<file path="config.mk">
export PLATFORM = sky130hd
export DESIGN_NAME = bpfa_word_unit
export DESIGN_NICKNAME = d
export VERILOG_FILES = /design/src/rtl/core/bpfa_pkg.sv /design/src/rtl/core/bpfa_word_unit.sv
export SDC_FILE = /design/constraint.sdc
export NUM_CORES = 1
export LEC_CHECK = 0
export CAP_MARGIN = 25
export CORE_MARGIN = 1
export CORE_UTILIZATION = 50
export DETAILED_ROUTE_END_ITERATION = 10
export DONT_BUFFER_PORTS = 1
export PLACE_DENSITY = 0.72
export SYNTH_ARGS = -nofsm -noshare
export SYNTH_HDL_FRONTEND = slang
export SYNTH_SLANG_ARGS = --single-unit
export TNS_END_PERCENT = 100
</file>
<file path="constraint.sdc">
create_clock -name vclk -period 3.31
set_clock_uncertainty 0.15 [all_clocks]
set_input_delay 0.662 -clock vclk [all_inputs]
set_output_delay 0.662 -clock vclk [all_outputs]
set_load 0.01 [all_outputs]
</file>
<file path="src/rtl/core/bpfa_pkg.sv">
// Package for the bitmap page frame allocator: commands, status codes,
// sequencer states and the word unit request/response types. No dependencies.
package bpfa_pkg;

    localparam int WORD_BITS = 32;
    localparam int BIT_W     = 5;
    localparam int COUNT_W   = 16;
    localparam logic [COUNT_W-1:0] COUNT_MAX = 16'hFFFF;

    typedef enum logic [1:0] {
        CMD_MARK_FREE = 2'd0,
        CMD_MARK_USED = 2'd1,
        CMD_ALLOC     = 2'd2,
        CMD_FREE      = 2'd3
    } t_cmd;

    typedef enum logic [1:0] {
        STS_OK          = 2'd0,
        STS_OOM         = 2'd1,
        STS_DOUBLE_FREE = 2'd2,
        STS_RANGE       = 2'd3
    } t_status;

    typedef enum logic [3:0] {
        ST_CLR,
        ST_IDLE,
        ST_SCAN,
        ST_A_SET,
        ST_M_RD,
        ST_M_WR,
        ST_F_RD,
        ST_F_WR,
        ST_DONE
    } t_state;

    typedef enum logic [1:0] {
        WU_RANGE_CLR,
        WU_RANGE_SET,
        WU_ALLOC,
        WU_BIT_CLR
    } t_wu_op;

    typedef struct packed {
        t_wu_op           op;
        logic             first;
        logic             last;
        logic [BIT_W-1:0] lo_bit;
        logic [BIT_W-1:0] hi_bit;
        logic [BIT_W-1:0] bit_sel;
    } t_wu_req;

    typedef struct packed {
        logic [WORD_BITS-1:0] wdata;
        logic                 all_ones;
        logic                 bit_val;
        logic [BIT_W-1:0]     first_zero;
    } t_wu_rsp;

endpackage

</file>
<file path="src/rtl/core/bpfa_word_unit.sv">
// Shared bitmap word unit: range/bit mask build, set/clear, first-zero search.
// Depends on bpfa_pkg.
module bpfa_word_unit
    import bpfa_pkg::*;
(
    input  t_wu_req              i_req,
    input  logic [WORD_BITS-1:0] i_word,
    output t_wu_rsp              o_rsp
);

    logic [WORD_BITS-1:0] mask_lo;
    logic [WORD_BITS-1:0] mask_hi;
    logic [WORD_BITS-1:0] mask;
    logic [BIT_W-1:0]     fz;
    logic [BIT_W-1:0]     bit_sel;

    always_comb begin
        fz = '0;
        for (int b = WORD_BITS - 1; b >= 0; b--) begin
            if (!i_word[b]) begin
                fz = BIT_W'(b);
            end
        end
    end

    always_comb begin
        mask_lo = i_req.first ? ({WORD_BITS{1'b1}} << i_req.lo_bit) : {WORD_BITS{1'b1}};
        mask_hi = i_req.last ? ({WORD_BITS{1'b1}} >> (BIT_W'(WORD_BITS - 1) - i_req.hi_bit))
                             : {WORD_BITS{1'b1}};
        bit_sel = (i_req.op == WU_ALLOC) ? fz : i_req.bit_sel;
        mask    = '0;
        o_rsp   = '0;
        case (i_req.op)
            WU_RANGE_CLR: begin
                mask        = mask_lo & mask_hi;
                o_rsp.wdata = i_word & ~mask;
            end
            WU_RANGE_SET: begin
                mask        = mask_lo & mask_hi;
                o_rsp.wdata = i_word | mask;
            end
            WU_ALLOC: begin
                mask        = WORD_BITS'(1) << bit_sel;
                o_rsp.wdata = i_word | mask;
            end
            WU_BIT_CLR: begin
                mask        = WORD_BITS'(1) << bit_sel;
                o_rsp.wdata = i_word & ~mask;
            end
            default: begin
                o_rsp.wdata = i_word;
            end
        endcase
        o_rsp.all_ones   = &i_word;
        o_rsp.bit_val    = i_word[bit_sel];
        o_rsp.first_zero = fz;
    end

endmodule

</file>
# Yosys cells after proc, flatten, opt, wreduce, memory -nomap -nowiden
# Cells that the tools add are included.
[classes]
mux = 38
eq_ne = 3
n_lt_le_gt_ge = 1
reduce_logical = 2
bitwise = 7
shifts = 3
addsub = 1
[ops]
columns = ["operator", "n"]
rows = [
  ["$mux 5", 33],
  ["$pmux 32 s4", 1],
  ["$and 32x32->32", 3],
  ["$mux 32", 2],
  ["$not 32->32", 2],
  ["$or 32x32->32", 2],
  ["$reduce_and 32->1", 1],
  ["$shl 1x5->32 const A", 1],
  ["$shl 32x5->32 const A", 1],
  ["$shr 32x5->32 const A", 1],
  ["$lt 5x6->1 const B", 1],
  ["$bmux 1 s5", 1],
  ["$sub 5x5->5 const A", 1],
  ["$eq 2x2->1 const B", 2],
  ["$eq 2x1->1 const B", 1],
  ["$logic_not 2->1", 1],
  ["$mux 1", 1],
]
[totals]
ff_bits = 0
output_inout_bits = 39
in_bits = 51
wordCells = 55

# Logic depth before layout (Yosys ltp)
# Gate-level depths: netlist of the first run.
[depth]
word_depth = 37
ltp_mapped = 12
mapped_depth_nobuf = 10

# Worst setup path after synthesis of the first run
# Ideal clock, no wire load.
[synth_path]
path_kind = "input -> output"
startpoint = "in i_word[8]"
endpoint = "out o_rsp[5] in the netlist's numbering"
stages = 11
n_path_buf = 2
required_ns = 2.498
arrival_ns = 2.668
slack_ns = -0.170
cell_sequence = "or2b_1 a21boi_1 or4_1 o2111a_2 nor2_8 buf_12 buf_6 mux2i_1 mux2i_1 a22oi_1 nand4_1"
[synth_lines]
columns = ["item", "line_no", "source"]
rows = [
  ["start, declared", "bpfa_word_unit.sv:7", "input logic [WORD_BITS-1:0] i_word,"],
  ["end, declared", "bpfa_word_unit.sv:8", "output t_wu_rsp o_rsp"],
]

==> run metrics, run 1 <==
Commonest cells post-synth a21oi_1 (67), o21ai_0 (59), nand2_1 (42); placed cell area about 3200 um2; min cycle time layout ~3.6 ns; RSZ-0062 raised after global routing yes; Seq cells 0; Rows 25; post-synthesis sequential area ratio 0%; DRT antenna net count 0; fraction of layout cells with a size suffix above 1 40.2%; Yosys top cell by area a21oi_1; hold bufs inserted after CTS 0; worst vdd ir 0.104 mV; fmax 0.275 GHz; routed wire length 13,900 um; Die ar. 5530 um2; RD Place Congestion 0.955; Cells after DPL 562; syn avg cell area approximately 5.8 um2; I/O Buffers 0; setup violators final 33; Reg area 0 um2; top cell type's share of synthesized area 12.8%; P_leak between 1.5 and 2 nW; hpwl dp 8830 um; die width 74.3 um; status finished with violations; Slew Limit Fails 0; Syn Inst Count 455; fin area 3880 um2; XOR/XNOR Fraction of Synth Area 0%; crit-path max FO 10; Placement Setup Slack -0.274 ns; mux cell area share after synthesis 7.89%; area fraction in compound gates after synthesis 52.4%; syn nets between 500 and 600; vias in the first global route 3,680; crit end category primary output; PwrDens 172 nW/um2; post-route setup slack -0.321 ns; routed vias/inst 7.62; Hold Crit Class input pin to primary output; Final #Nets 567; Least-Margin Pin Slew between 0.7 and 0.8 ns; Ant. Diodes 0; synth-to-layout area growth 48.4%; total power draw 0.667 mW; Worst slew margin 50.8%; initial antenna violation count 0; die height 74.3 um; Syn. warnings 0; top-count cell post-synth a21oi_1; WL per Instance 23.9 um; final hold violation count 0; GRT Overall Usage 42.2%; Residual DRC 0; critical path class input pin to primary output; post-synthesis adder-cell area fraction 0.956%; non-filler instance count after layout between 500 and 600; Hold Path Depth 2; final worst path period share 110%; Fin Hold WS between 1 and 1.5 ns; vias 4,411; Distinct cells, synth 59; CP required 2.50 ns; Syn Std Cell Area 2620 um2; IO Pins 90; CP arrival 2.82 ns; clkbuf count 0; pin count of the biggest net entering global routing 34; DRT iter0 DRCs slightly above 800; aggregate global routing overflow 0; first-pass GRT wire length 18,000 um; max-cap violation count 0; Initial Util 53.6%; largest family of logic cells by synthesized area compound AO/OA/AOI/OAI gates; Synth area leaders a21oi_1 (13%), o21ai_0 (11%), o22ai_1 (9.1%); CP Launch Type input pin; Pre-Repair DR Iteration Count 5; core area 4880 um2; failing checks setup timing; Simple-Gate Fraction of Synth Area 29.7%
-- worst paths after layout --
path              slack [ns]        from        end
hold / removal          1.32   i_word[1]   o_rsp[1]
setup / recovery       -0.32  i_word[19]  o_rsp[22]
-- worst max-delay path, cell delays in order --
cell	delay [ns]
nand2b_4	0.11
a21oi_4	0.07
or4_4	0.49
o2111a_2	0.31
buf_4	0.16
o21ai_0	0.20
buf_4	0.23
o22ai_1	0.11
a21oi_1	0.22
a21oi_2	0.07
buf_4	0.16
-- metal layers --
layer	vias up	wire length, um	global-route usage (%)
li1	1854	-	-
met1	2008	4940	54.6
met2	428	6130	70.7
met3	121	1900	6.64
met4	0	900	15.3
met5	-	0	0
-- timing repair --
| item | in CTS | in global routing |
|---|---|---|
| resized for setup | 76 | 62 |
| setup buffers | 6 | 13 |
| pin swaps | 51 | 47 |
| hold endpoints to repair | 0 | 0 |
| setup endpoints to repair | 33 | 33 |
| gates cloned | 0 | 0 |
-- logic make-up after synthesis --
| logic type | count (synthesis) |
|---|---|
| AOI/OAI and AO/OA | 226 |
| muxes | 19 |
| buffers and inverters | 56 |
| adders and majority gates | 2 |
| and+or+nand+nor | 152 |
-- final cells by class --
class              instances  area, um2
repair buffers            97        828
fillers                  343        996
inverters                 16       60.1
well taps                 67       83.8
multi-input cells        399       2910
-- placed cells by master, fill, tap and decap left out, drive strengths merged, types with 2 or more instances in the layout --
cell type | synthesis | final
a21o | 11 | 11
a211o | 3 | 3
nand2b | 4 | 4
o221ai | 2 | 2
a21oi | 67 | 67
and4 | 3 | 3
nor4 | 4 | 4
o31ai | 4 | 4
and2 | 5 | 5
ha | 2 | 2
nor2b | 10 | 10
o21a | 3 | 3
nand4 | 13 | 13
o211a | 2 | 2
inv | 16 | 16
a22oi | 3 | 3
a22o | 2 | 2
buf | 8 | 97
o211ai | 8 | 8
a31o | 2 | 2
a211oi | 4 | 4
or4 | 2 | 2
o22ai | 38 | 38
o21ai | 60 | 60
or3 | 2 | 2
mux2i | 15 | 15
nand2 | 44 | 44
or2 | 6 | 6
o2111ai | 2 | 2
nand3 | 13 | 13
and3 | 7 | 7
nor2 | 31 | 31
a21boi | 3 | 3
nor3 | 7 | 7
a31oi | 3 | 3
mux2 | 3 | 3
-- metrics by stage --
step | util, % | TNS [ns]
after floorplan | - | -0.0488
after global placement | 65.2 | -3.46
after detailed placement | 65.2 | -4.64
after CTS | 71.8 | -1.94
after global routing | 79.6 | -7.48
final | 79.6 | -5.67
-- power breakdown --
group          internal, mW  switching (mW)
Clock                     0               0
Sequential                0               0
Combinational         0.288           0.379
No activity file was read; power rests on OpenSTA's default activity.
==> run 2, diff against run 1 <==
--- a/config.mk
+++ b/config.mk
@@ -10,7 +10,7 @@
 export CORE_UTILIZATION = 50
 export DETAILED_ROUTE_END_ITERATION = 10
 export DONT_BUFFER_PORTS = 1
-export PLACE_DENSITY = 0.72
+export PLACE_DENSITY = 0.68
 export SYNTH_ARGS = -nofsm -noshare
 export SYNTH_HDL_FRONTEND = slang
 export SYNTH_SLANG_ARGS = --single-unit
==> run metrics, run 2 (same netlist as run 1, synthesis figures left out) <==
Worst slew margin 55.8% (+5.0 points); Initial Util 53.6% (unchanged); routed wire length 14,700 um (+6.0%); setup_tns -5.33 ns (+0.343 ns); multi-input logic area 3040 um2 (+4.5%); P_leak 1.56 nW (+3.2%); initial antenna violation count 0 (unchanged); crit-path max cell delay 0.35 ns (-0.14 ns); WL per Instance 25.4 um (+6.2%); worst vdd ir 0.114 mV (+9.1%); vias 4,601 (+4.3%); die width 74.3 um (unchanged); I/O Buffers 0 (unchanged); Hold Path Depth 2 (unchanged); GRT Overall Usage 43.5% (+1.3 points); crit-path max FO 5 (-5); Pre-Repair DR Iteration Count 6 (+1); Cells after DPL 560 (-0.36%); fmax 0.270 GHz (-2.1%); leading cell type in the layout, fill and taps excluded buf_4; failing checks setup timing; CP Launch Type input pin; CP max-delay cell a211oi_2; non-filler instance count after layout 578 (-0.17%); placed cell area 3140 um2 (-1.3%); hpwl dp 8550 um (-3.2%); most frequent cells in the layout buf_4 (74), o21ai_0 (45), a21oi_1 (35); IO Pins 90 (unchanged); crit end category primary output; most frequent CP cell buf_4; vias in the first global route 3,820 (+3.8%); Die ar. 5530 um2 (unchanged); clkbuf count 0 (unchanged); CP arrival 2.89 ns (+0.07 ns); post-route setup slack -0.397 ns (-0.0762 ns); fin area 4040 um2 (+4.0%); Least-Margin Pin Slew 0.663 ns (-0.0701 ns); Fill cells 309 (-9.9%); die height 74.3 um (unchanged); PwrDens 177 nW/um2 (+2.9%); fraction of layout cells with a size suffix above 1 42.3% (+2.0 points); Final #Nets 566 (-0.18%); CP required 2.50 ns (about the same); min cycle time layout 3.71 ns (+0.0762 ns); setup violators final 33 (unchanged); hold bufs inserted after CTS 0 (unchanged); Ant. Diodes 0 (unchanged); routed vias/inst 7.96 (+4.5%); RD Place Congestion 0.956 (+0.20%); DRT antenna net count 0 (unchanged); Core Util, Final 82.8% (+3.2 points); synth-to-layout area growth 54.4%; Rows 25 (unchanged); Slew Limit Fails 0 (unchanged); pin count of the biggest net entering global routing 49 (+44%); critical path class input pin to primary output; Hold Crit Class input pin to primary output; first-pass GRT wire length 18,600 um (+3.5%); final hold violation count 0 (unchanged); core area 4880 um2 (unchanged); final worst path period share 112% (+2.3 points); Seq cells 0 (unchanged); worst path cell trace nand4_1 -> buf_4 -> o211ai_1 -> a211oi_2 -> mux2i_1 -> buf_4 -> nor3_4 -> buf_6 -> nand2_4 -> a21oi_2 -> a2bb2oi_1 -> buf_4; Reg area 0 um2 (unchanged); status finished with violations; RSZ-0062 raised after global routing yes; Residual DRC 0 (unchanged); DRT iter0 DRCs 762 (-6.8%); max-cap violation count 0 (unchanged); aggregate global routing overflow 0 (unchanged)
==> run 2: cell types whose count changed in the layout (fill, tap and decap cells not counted), sizes merged <==
| cell | change |
|---|---|
| buf | -1 |
==> run 2: worst max-delay path, delay by kind of cell <==
kind                   cells  cell delay [ns]
AOI/OAI and AO/OA          4             0.85
buffers and inverters      4             0.71
muxes                      1             0.18
and+or+nand+nor            3             0.48
==> run 2: repair_timing <==
action	CTS	global route
pin swaps	31	66
cloned	1	0
endpoints found under the setup margin	33	33
setup buffers	9	10
resized for setup	72	106
==> run 2: routing by layer <==
metal | share of wire [%] | track usage [%] | up-vias
met2 | 43 | 71.1 | 522
met5 | 0 | 0 | -
met1 | 35 | 53.7 | 2077
li1 | - | - | 1855
met3 | 14 | 11.4 | 147
met4 | 7.5 | 19.3 | 0
==> run 2: metrics by stage <==
step	setup slack [ns]	power, mW	hold WS [ns]
floorplan	-0.0488	0.346	1.29
global placement	-0.172	0.495	1.30
detailed placement	-0.236	0.501	1.31
CTS	-0.167	0.564	1.30
global route	-0.403	0.746	1.30
finish	-0.397	0.714	1.31
==> run 2: final timing paths <==
kind / start / slack, ns / endpoint
setup / recovery: i_word[25] / -0.40 / o_rsp[38]
hold / removal: i_word[1] / 1.31 / o_rsp[1]
==> run 2: where the power goes <==
group	leakage, nW	internal, mW	switching, mW	total (mW)
registers	0	0	0	0
clock network	0	0	0	0
logic	1.56	0.305	0.409	0.714
total	1.56	0.305	0.409	0.714
==> run 2: cell type report <==
cell class	instances	share of cell area, %
Multi-Input combinational cell	399	75.3
Timing Repair Buffer	96	21.2
Tap cell	67	2.07
Inverter	16	1.49
